===== src/rtl/imusfp_pkg.sv =====
// ----------------------------------------------------------------------------
// IMU serial frame parser - shared package
// Mode codes, header and type bytes, frame geometry, and the structs passed
// between the framer, the decoder and the top level.
// ----------------------------------------------------------------------------
package imusfp_pkg;

   // framing modes, as written to the mode register
   typedef enum logic [1:0] {
      MODE_TTL   = 2'd0,
      MODE_CAN   = 2'd1,
      MODE_RS485 = 2'd2,
      MODE_OFF   = 2'd3
   } mode_type;

   // header and type bytes
   localparam logic [7:0] HDR_SERIAL = 8'h55;
   localparam logic [7:0] HDR_MODBUS = 8'h50;
   localparam logic [7:0] TYPE_ACC   = 8'h51;
   localparam logic [7:0] TYPE_RATE  = 8'h52;
   localparam logic [7:0] TYPE_ANG   = 8'h53;
   localparam logic [7:0] TYPE_MAG   = 8'h54;

   // frame geometry
   localparam int         FRAME_DEPTH = 11;
   localparam int         CNT_W       = 4;
   localparam logic [3:0] LEN_LONG    = 4'd11;
   localparam logic [3:0] LEN_SHORT   = 4'd8;
   localparam logic [3:0] SUM_BYTES   = 4'd10;   // bytes covered by the TTL checksum

   // quantity codes
   localparam logic [2:0] QTY_ACC     = 3'd0;
   localparam logic [2:0] QTY_RATE    = 3'd1;
   localparam logic [2:0] QTY_ANGLE   = 3'd2;
   localparam logic [2:0] QTY_MAG     = 3'd3;
   localparam logic [2:0] QTY_UNKNOWN = 3'd4;

   typedef logic [FRAME_DEPTH-1:0][7:0] frame_type;

   // completed-frame event from the framer
   typedef struct packed {
      logic       done;
      mode_type   mode;
      logic [1:0] slot;
      logic       sum_ok;
      frame_type  bytes;
   } frame_evt_type;

   // decoded result
   typedef struct packed {
      logic               emit;
      logic [2:0]         quantity;
      logic signed [15:0] value_x;
      logic signed [15:0] value_y;
      logic signed [15:0] value_z;
      logic               checksum_ok;
      logic               values_valid;
      logic               angle_ready;
   } result_type;

endpackage


===== src/rtl/imusfp_framer.sv =====
// ----------------------------------------------------------------------------
// IMU serial frame parser - framer
// Stores received bytes, tracks the byte count, the running TTL checksum and
// the RS485 slot, and flags a completed frame together with its bytes.
// ----------------------------------------------------------------------------
module imusfp_framer
   import imusfp_pkg::*;
(
   input  logic          clock,
   input  logic          reset,
   input  logic          step,
   input  logic [7:0]    rx_byte,
   input  mode_type      mode,
   output frame_evt_type evt
);

   logic [7:0]       fs_ff [FRAME_DEPTH];
   logic [CNT_W-1:0] cnt_ff, cnt_in;
   logic [7:0]       sum_ff, sum_in;
   logic [1:0]       slot_ff, slot_in;

   logic [CNT_W-1:0] idx;
   logic [CNT_W-1:0] cnt_inc;
   logic [CNT_W-1:0] need;
   logic             store;
   logic             active;
   logic [7:0]       hdr;
   logic             hdr_ok;
   logic             done;
   frame_type        view;

   assign idx    = cnt_ff;
   assign active = step && (mode != MODE_OFF);
   assign store  = idx < CNT_W'(FRAME_DEPTH);

   // frame bytes with the incoming byte already in place
   always_comb begin
      for (int k = 0; k < FRAME_DEPTH; k++) begin
         if (store && idx == CNT_W'(k)) begin
            view[k] = rx_byte;
         end else begin
            view[k] = fs_ff[k];
         end
      end
   end

   // count, header and completion
   always_comb begin
      cnt_inc = (cnt_ff >= CNT_W'(FRAME_DEPTH)) ? CNT_W'(FRAME_DEPTH) : cnt_ff + 1'b1;
      hdr     = (mode == MODE_RS485) ? HDR_MODBUS : HDR_SERIAL;
      hdr_ok  = (view[0] == hdr);
      need    = (mode == MODE_CAN) ? LEN_SHORT : LEN_LONG;
      done    = active && hdr_ok && (cnt_inc >= need);

      cnt_in = cnt_ff;
      if (step) begin
         if (mode == MODE_OFF || !hdr_ok || cnt_inc >= need) begin
            cnt_in = '0;
         end else begin
            cnt_in = cnt_inc;
         end
      end
   end

   // running sum over the checksum-covered bytes
   always_comb begin
      sum_in = sum_ff;
      if (active && idx < SUM_BYTES) begin
         sum_in = (idx == '0) ? rx_byte : sum_ff + rx_byte;
      end
   end

   // RS485 slot rotates on each completed reply
   assign slot_in = (done && mode == MODE_RS485) ? slot_ff + 2'd1 : slot_ff;

   always_ff @(posedge clock) begin
      if (reset) begin
         cnt_ff  <= '0;
         slot_ff <= '0;
      end else begin
         cnt_ff  <= cnt_in;
         slot_ff <= slot_in;
      end
   end

   // byte store and sum, no reset needed
   always_ff @(posedge clock) begin
      sum_ff <= sum_in;
      for (int k = 0; k < FRAME_DEPTH; k++) begin
         if (active && store && idx == CNT_W'(k)) begin
            fs_ff[k] <= rx_byte;
         end
      end
   end

   assign evt.done   = done;
   assign evt.mode   = mode;
   assign evt.slot   = slot_ff;
   assign evt.sum_ok = (sum_ff == rx_byte);
   assign evt.bytes  = view;

endmodule


===== src/rtl/imusfp_decoder.sv =====
// ----------------------------------------------------------------------------
// IMU serial frame parser - decoder
// Turns a completed frame into a result: quantity, three values and flags.
// ----------------------------------------------------------------------------
module imusfp_decoder
   import imusfp_pkg::*;
(
   input  frame_evt_type evt,
   output result_type    res
);

   logic       known;
   logic [2:0] type_q;
   logic [2:0] slot_q;
   logic [7:0] t;

   assign t = evt.bytes[1];

   // type byte lookup for TTL and CAN
   always_comb begin
      known  = 1'b1;
      type_q = QTY_UNKNOWN;
      priority if (t == TYPE_ACC) begin
         type_q = QTY_ACC;
      end else if (t == TYPE_RATE) begin
         type_q = QTY_RATE;
      end else if (t == TYPE_ANG) begin
         type_q = QTY_ANGLE;
      end else if (t == TYPE_MAG) begin
         type_q = QTY_MAG;
      end else begin
         known = 1'b0;
      end
   end

   // RS485 slot order: acc, rate, mag, angle
   always_comb begin
      unique case (evt.slot)
         2'd0:    slot_q = QTY_ACC;
         2'd1:    slot_q = QTY_RATE;
         2'd2:    slot_q = QTY_MAG;
         default: slot_q = QTY_ANGLE;
      endcase
   end

   // result assembly
   always_comb begin
      res = '0;
      if (evt.mode == MODE_RS485) begin
         res.emit         = evt.done;
         res.quantity     = slot_q;
         res.value_x      = {evt.bytes[3], evt.bytes[4]};
         res.value_y      = {evt.bytes[5], evt.bytes[6]};
         res.value_z      = {evt.bytes[7], evt.bytes[8]};
         res.checksum_ok  = 1'b1;
         res.values_valid = 1'b1;
         res.angle_ready  = (slot_q == QTY_ANGLE);
      end else begin
         res.value_x = {evt.bytes[3], evt.bytes[2]};
         res.value_y = {evt.bytes[5], evt.bytes[4]};
         res.value_z = {evt.bytes[7], evt.bytes[6]};
         if (evt.mode == MODE_TTL) begin
            // unknown type in TTL is dropped
            res.emit         = evt.done && known;
            res.quantity     = type_q;
            res.checksum_ok  = evt.sum_ok;
            res.values_valid = evt.sum_ok;
         end else begin
            res.emit         = evt.done;
            res.quantity     = known ? type_q : QTY_UNKNOWN;
            res.checksum_ok  = 1'b1;
            res.values_valid = known;
         end
         res.angle_ready = (res.quantity == QTY_ANGLE) && res.values_valid;
      end
   end

endmodule


===== src/rtl/imu_serial_frame_parser_core.sv =====
// ----------------------------------------------------------------------------
// IMU serial frame parser - top level
// Byte input register, framer, decoder and result register.
// ----------------------------------------------------------------------------
// Takes one received byte per beat on req_ and frames sensor packets in TTL
// (11 bytes, header 0x55, additive checksum), CAN (8 bytes, header 0x55) or
// RS485 (11 bytes, header 0x50, rotating quantity slot) mode, chosen by the
// mode register on csr_; mode 3 discards every byte. A byte can be taken
// every cycle unless the result register holds up the input. A byte is
// registered in the input register, where it is framed and decoded in one
// pass, and a completed frame of a type that is not dropped is loaded into
// the result register, which holds rsp_valid until it is taken. The result
// register is the only thing that can hold up the input: while a result
// waits on rsp_ready, one more byte is still taken into the input register,
// then req_ready drops whether or not that byte completes a frame. Write the
// mode only while no byte or result is held in the block; a partly received
// frame carries over and completes at the new mode's length.
// ----------------------------------------------------------------------------
module imu_serial_frame_parser_core
   import imusfp_pkg::*;
(
   input  logic               clock,
   input  logic               reset,
   // byte input
   input  logic               req_valid,
   output logic               req_ready,
   input  logic [7:0]         req_rx_byte,
   // result output
   output logic               rsp_valid,
   input  logic               rsp_ready,
   output logic [2:0]         rsp_quantity,
   output logic signed [15:0] rsp_value_x,
   output logic signed [15:0] rsp_value_y,
   output logic signed [15:0] rsp_value_z,
   output logic               rsp_checksum_ok,
   output logic               rsp_values_valid,
   output logic               rsp_angle_ready,
   // mode register
   input  logic               csr_valid,
   output logic               csr_ready,
   input  logic [1:0]         csr_protocol_mode
);

   mode_type      mode_ff, mode_in;
   logic          in_v_ff, in_v_in;
   logic [7:0]    rx_ff, rx_in;
   logic          out_v_ff, out_v_in;
   result_type    out_ff, out_in;
   logic          advance;
   frame_evt_type evt;
   result_type    res;

   // mode register
   assign csr_ready = 1'b1;
   assign mode_in   = (csr_valid && csr_ready) ? mode_type'(csr_protocol_mode) : mode_ff;

   // input stage moves on when the result register can take a beat
   assign advance   = in_v_ff && (!out_v_ff || rsp_ready);
   assign req_ready = !in_v_ff || advance;

   always_comb begin
      in_v_in = in_v_ff;
      rx_in   = rx_ff;
      if (req_valid && req_ready) begin
         in_v_in = 1'b1;
         rx_in   = req_rx_byte;
      end else if (advance) begin
         in_v_in = 1'b0;
      end
   end

   imusfp_framer u_framer (
      .clock   (clock),
      .reset   (reset),
      .step    (advance),
      .rx_byte (rx_ff),
      .mode    (mode_ff),
      .evt     (evt)
   );

   imusfp_decoder u_decoder (
      .evt (evt),
      .res (res)
   );

   // result register
   always_comb begin
      out_v_in = out_v_ff;
      out_in   = out_ff;
      if (advance && res.emit) begin
         out_v_in = 1'b1;
         out_in   = res;
      end else if (rsp_ready) begin
         out_v_in = 1'b0;
      end
   end

   always_ff @(posedge clock) begin
      if (reset) begin
         mode_ff  <= MODE_TTL;
         in_v_ff  <= 1'b0;
         out_v_ff <= 1'b0;
      end else begin
         mode_ff  <= mode_in;
         in_v_ff  <= in_v_in;
         out_v_ff <= out_v_in;
      end
   end

   always_ff @(posedge clock) begin
      rx_ff  <= rx_in;
      out_ff <= out_in;
   end

   assign rsp_valid        = out_v_ff;
   assign rsp_quantity     = out_ff.quantity;
   assign rsp_value_x      = out_ff.value_x;
   assign rsp_value_y      = out_ff.value_y;
   assign rsp_value_z      = out_ff.value_z;
   assign rsp_checksum_ok  = out_ff.checksum_ok;
   assign rsp_values_valid = out_ff.values_valid;
   assign rsp_angle_ready  = out_ff.angle_ready;

   // input stalls only behind a held byte and a stalled result
   a_stall_cause: assert property (@(posedge clock) disable iff (reset)
      !req_ready |-> in_v_ff && out_v_ff && !rsp_ready)
      else $error("input stalled without a pending result");

   // an accepted byte is in the input register next cycle
   a_byte_held: assert property (@(posedge clock) disable iff (reset)
      req_valid && req_ready |=> in_v_ff && rx_ff == $past(req_rx_byte))
      else $error("accepted byte not captured");

   // angle flag only with a valid angle result
   a_angle_flag: assert property (@(posedge clock) disable iff (reset)
      rsp_valid && rsp_angle_ready |-> rsp_quantity == QTY_ANGLE && rsp_values_valid)
      else $error("angle flag on a non-angle or invalid result");

   // unknown type only from CAN framing: checksum ok, values not valid
   a_unknown: assert property (@(posedge clock) disable iff (reset)
      rsp_valid && rsp_quantity == QTY_UNKNOWN |-> rsp_checksum_ok && !rsp_values_valid)
      else $error("bad flags on unknown-type result");

endmodule


===== config.mk =====
export PLATFORM = sky130hd
export DESIGN_NAME = imu_serial_frame_parser_core
export DESIGN_NICKNAME = d
export VERILOG_FILES = /design/src/rtl/imusfp_pkg.sv /design/src/rtl/imusfp_framer.sv /design/src/rtl/imusfp_decoder.sv /design/src/rtl/imu_serial_frame_parser_core.sv
export SDC_FILE = /design/constraint.sdc
export NUM_CORES = 1
export LEC_CHECK = 0
export BUFFER_PORTS_ARGS = -buffer_cell sky130_fd_sc_hd__buf_2
export CORE_ASPECT_RATIO = 1.75
export CORE_MARGIN = 2
export CORE_UTILIZATION = 53
export CTS_CLUSTER_DIAMETER = 120
export DETAILED_ROUTE_END_ITERATION = 10
export PLACE_DENSITY = 0.78
export SYNTH_ARGS = -nofsm -noshare
export SYNTH_HDL_FRONTEND = slang
export SYNTH_HIERARCHICAL = 1
export SYNTH_SLANG_ARGS = --single-unit

===== constraint.sdc =====
create_clock -name clock -period 11.9 [get_ports clock]
set_input_delay 3.57 -clock clock [delete_from_list [all_inputs] [get_ports clock]]
set_output_delay 3.57 -clock clock [all_outputs]
set_load 0.05 [all_outputs]

Word-level counts from Yosys, hierarchy flattened
Memories as Yosys holds them, arrays and structs flattened.
Cells that the tools add are included.
Widths: inputs -> output; s select.
- bits in registers: 80
- RAM bits: 88
- input port bits: 15
- output and inout port bits: 57
- word-level logic and storage cells: 184
- memories kept: 1
- memories (memory ; depth ; width ; read ports ; clocked after memory_dff ; write ports ; line ; source):
    u_framer.fs_ff ; 11 ; 8 ; 9 ; 0 ; 1 ; imusfp_framer.sv:17 ; logic [7:0] fs_ff [FRAME_DEPTH];
- $add $sub $neg: 3
- magnitude comparators: 4
- eq/ne operators: 24
- multiplexer cells: 85
- reduce and logical (&&, ||, !) cells: 53
- operators by type and width (cell ; count):
    $mux 8 ; 20
    $reduce_or 8->1 ; 10
    $mux 4 ; 14
    $mux 55 ; 1
    $mux 1 ; 40
    $eq 8x7->1 const B ; 4
    $logic_and 1x1->1 ; 31
    $mux 3 ; 6
    $eq 4x3->1 const B ; 4
    $eq 8x8->1 ; 2
    $eq 4x4->1 const B ; 3
    $add 8x8->8 ; 1
    $eq 2x2->1 const B ; 4
    $eq 4x2->1 const B ; 2
    $lt 4x4->1 const B ; 2
    $mux 2 ; 3
    $pmux 2 s3 ; 1
    $add 4x1->4 const B ; 1
    $eq 2x1->1 const B ; 2
    $eq 4x1->1 const B ; 1
    $ge 4x4->1 ; 1
    $ge 4x4->1 const B ; 1
    $logic_not 2->1 ; 2
    $logic_not 4->1 ; 1
    other kinds (6) ; 12

Longest topological paths before layout
- depth after elaboration: 19
- gate-level depth with buffers: 13
- depth with buffers taken out: 11

Modules after synthesis
The synthesis kept the hierarchy.
- by module, submodules not included (module ; times used ; cells each ; area each (µm²) ; seq. area each (µm²)):
    imusfp_framer ; 1 ; 368 ; 4983.5 ; 3002.9
    imu_serial_frame_parser_core ; 1 ; 81 ; 2043.2 ; 1941.9
    imusfp_decoder ; 1 ; 81 ; 710.7 ; 0.0

Least setup slack after synthesis
No wires, ideal clock.
- path kind: input-to-reg
- start point: input port rsp_ready
- end point: register out_ff, in the netlist rsp_angle_ready, enable pin
- setup time: 472 ps
- arrival time: 7308 ps
- data required time: 11428 ps
- slack: 4119 ps
- stages on the path: 9
- path buffers: 1
- path through: nand2b_1 and2_1 nand2_1 nor4_2 o21a_1 buf_4 a21boi_0 nand2_1 nor2b_1
- RTL lines (element ; line ; source):
    start, declared ; imu_serial_frame_parser_core.sv:30 ; input logic rsp_ready,
    end signal, assigned ; imu_serial_frame_parser_core.sv:112 ; out_ff <= out_in;
    end, declared ; imu_serial_frame_parser_core.sv:48 ; result_type out_ff, out_in;

Worst setup path in the final report
- start point: input port rsp_ready
- end point: output port req_ready
- longest elaborated chain between the ends: 3
- ends and longest elaborated chain (element ; line ; source):
    $logic_or 1x1->1 ; imu_serial_frame_parser_core.sv:58 ; assign advance = in_v_ff && (!out_v_ff || rsp_ready);
    $logic_and 1x1->1 ; imu_serial_frame_parser_core.sv:58 ;
    $logic_or 1x1->1 ; imu_serial_frame_parser_core.sv:59 ; assign req_ready = !in_v_ff || advance;
    end, declared ; imu_serial_frame_parser_core.sv:26 ; output logic req_ready,
Every way passes these cells.

==> results.toml <==
[pwr]
power_mw = 1.18
ir_drop_mv = 0.106
leakage_nw = 2.90
power.density_nw_per_um2 = 149

[clock_network]
post-cts-setup-buffers = 0
cts_sinks = 152
clockBufferDepth = 2
path_clk_slew_ns = 0.06
cts_buffers = 17
post_cts_resized = 0
hold_buffers = 0
clkLatencyLatePin_ns = 0.42
htree_levels = 4
root_buffer = "clkbuf_16"
cts_tree = "built"

[sta]
setup_violations = 0
setup_tns_ns = 0
rsz0062_at_grt = "false"
setup_slack_ns = 4.30
fin_crit_ns = 7.60
skew_ns = 0.00953
whs_ns = 0.522
drv_slew = 0
relSlewSlack_pct = 43.6
fin_crit_sh_pct = 63.9
finalHoldViolCount = 0
worst_pin_slew_ns = 0.846
max_freq_ghz = 0.132

[die]
num_rows = 55
fp.dieH_um = 156
die_x_um = 90.8
start_util_pct = 54.3
ios = 72
dieArea_um2 = 14100
core_um2 = 12900

[setup_path]
cp_slowest_stage_delay_ns = 0.22
critPathKind = "in -> out"
path_cells = "buf_2, nand3b_4, buf_2"
cpMostUsedCell = "buf_2"
crit_path_end_kind = "output pin"
crit_cells = 3
crit_path_max_fanout = 3
critPathArrivalTime_ns = 4.03
rr_worst_depth = 10
slowest_stage = "buf_2"
critical_path_required_ns = 8.33
crit_family = "buffers and inverters"
worstSetupStartpointType = "primary input"
worst-path-buf-inv = 2
r2r_slack_ns = 8.42

[global_route]
grt_use_total_pct = 18.9
grt_pass1_vias = 4035
grt_overflow = 0
antenna_found_initial = 0
grt_pass1_wl_mm = 20.3
grt_max_degree = 55

[final_layout]
n_fill_cell = 978
post-route-util_pct = 61.2
syn2layout_area_growth_pct = 12.8
layout-drive-gt1-share_pct = 36.8
diodes = 0
num-nets-final = 556

[drt]
routed_wl_mm = 12.5
drtIter0Drc = 302
routedWlPerCell_um = 17.6
final_antenna_net_count = 0
viasPerCell = 5.50
drc = 0
vias = 3902
drtPass1Iterations = 5

[worst_hold_path]
hp-class = "reg -> reg"
hold_depth = 2

[flow_run]
cap_violations = 0

[synth]
yosysWarnings = 6
syn_avg_cell_area_um2 = 14.7
synth_fp_nets = 507
synth_area_um2 = 6980
synthCells = 476

[placed_design]
dp_hpwl_mm = 8.13
port-buffer-count = 70
dp_slack_ns = 4.29
gp_congestion = 0.804

[status]
status = "completed"
through the flow:
stage,area (um^2),std cells
finish,7880,709
global route,7880,709
CTS,7880,709
detailed placement,7290,677
global placement,7290,677
floorplan,6980,476
layout make-up:
type | count | area (um^2) | share of cell area [%]
Clock buffer | 18 | 429 | 5.45
Clock inverter | 14 | 160 | 2.03
Inverter | 18 | 67.6 | 0.858
Multi-Input combinational cell | 262 | 2160 | 27.5
Sequential cell | 152 | 4460 | 56.7
Tap cell | 171 | 214 | 2.72
Timing Repair Buffer | 74 | 380 | 4.83
worst reg2reg max path: cells and delay by family, from the launching register on:
family	cells	cell delay, ns
and+or+nand+nor	5	1.13
buffers and inverters	2	0.64
DFF	1	0.46
muxes	1	0.38
AOI/OAI and AO/OA	1	0.24
adders and majority gates	1	0.21
worst paths after layout:
check	from	endpoint
max reg2reg	u_framer/cnt_ff[1]	rsp_value_x[2]
min	u_framer/fs_ff[5][1]	rsp_value_y[9]
min reg2reg	u_framer/fs_ff[5][1]	rsp_value_y[9]
max	rsp_ready	req_ready
cell usage in the layout, fill, tap and decap left out, types with 3 or more instances in the layout:
cell	instances
mux2_4	6
ha_1	15
mux2i_1	4
nor4_1	3
inv_6	5
o21ai_0	18
inv_1	18
nand2b_1	3
buf_4	4
xor2_1	4
mux2_2	78
clkbuf_16	17
nand3_1	5
buf_2	70
a21oi_1	6
nand2_1	26
nor2_1	26
and2_1	7
or3_1	3
nor2b_1	6
nor3_1	5
o21a_1	4
clkinv_4	3
xnor2_1	3
edfxtp_1	142
dfxtp_1	10
a21boi_0	3
state kept, by name, indices dropped and copies added, names as in the netlist:
register	cells
rsp_checksum_ok	1
u_framer/slot_ff	2
u_framer/fs_ff	72
rsp_valid	1
rx_ff	8
rsp_values_valid	1
rsp_value_z	16
u_framer/cnt_ff	4
rsp_value_x	16
rsp_quantity	3
rsp_value_y	16
u_framer/sum_ff	8
rsp_angle_ready	1
mode_ff	2
in_v_ff	1
report_power, final:
part / total [mW] / internal [mW] / switching [mW]
Clock: 0.532 / 0.313 / 0.219
Sequential: 0.603 / 0.590 / 0.0127
Combinational: 0.0420 / 0.0173 / 0.0247
Total: 1.18 / 0.921 / 0.256
per-layer routing:
layer	vias up	GRT usage [%]	share of wire, %
li1	1852	-	-
met1	1896	20.7	40
met2	123	33.0	52
met3	31	4.69	3.8
met4	0	11.1	4.2
met5	-	0	0
Power figures use the tool's default switching activity.
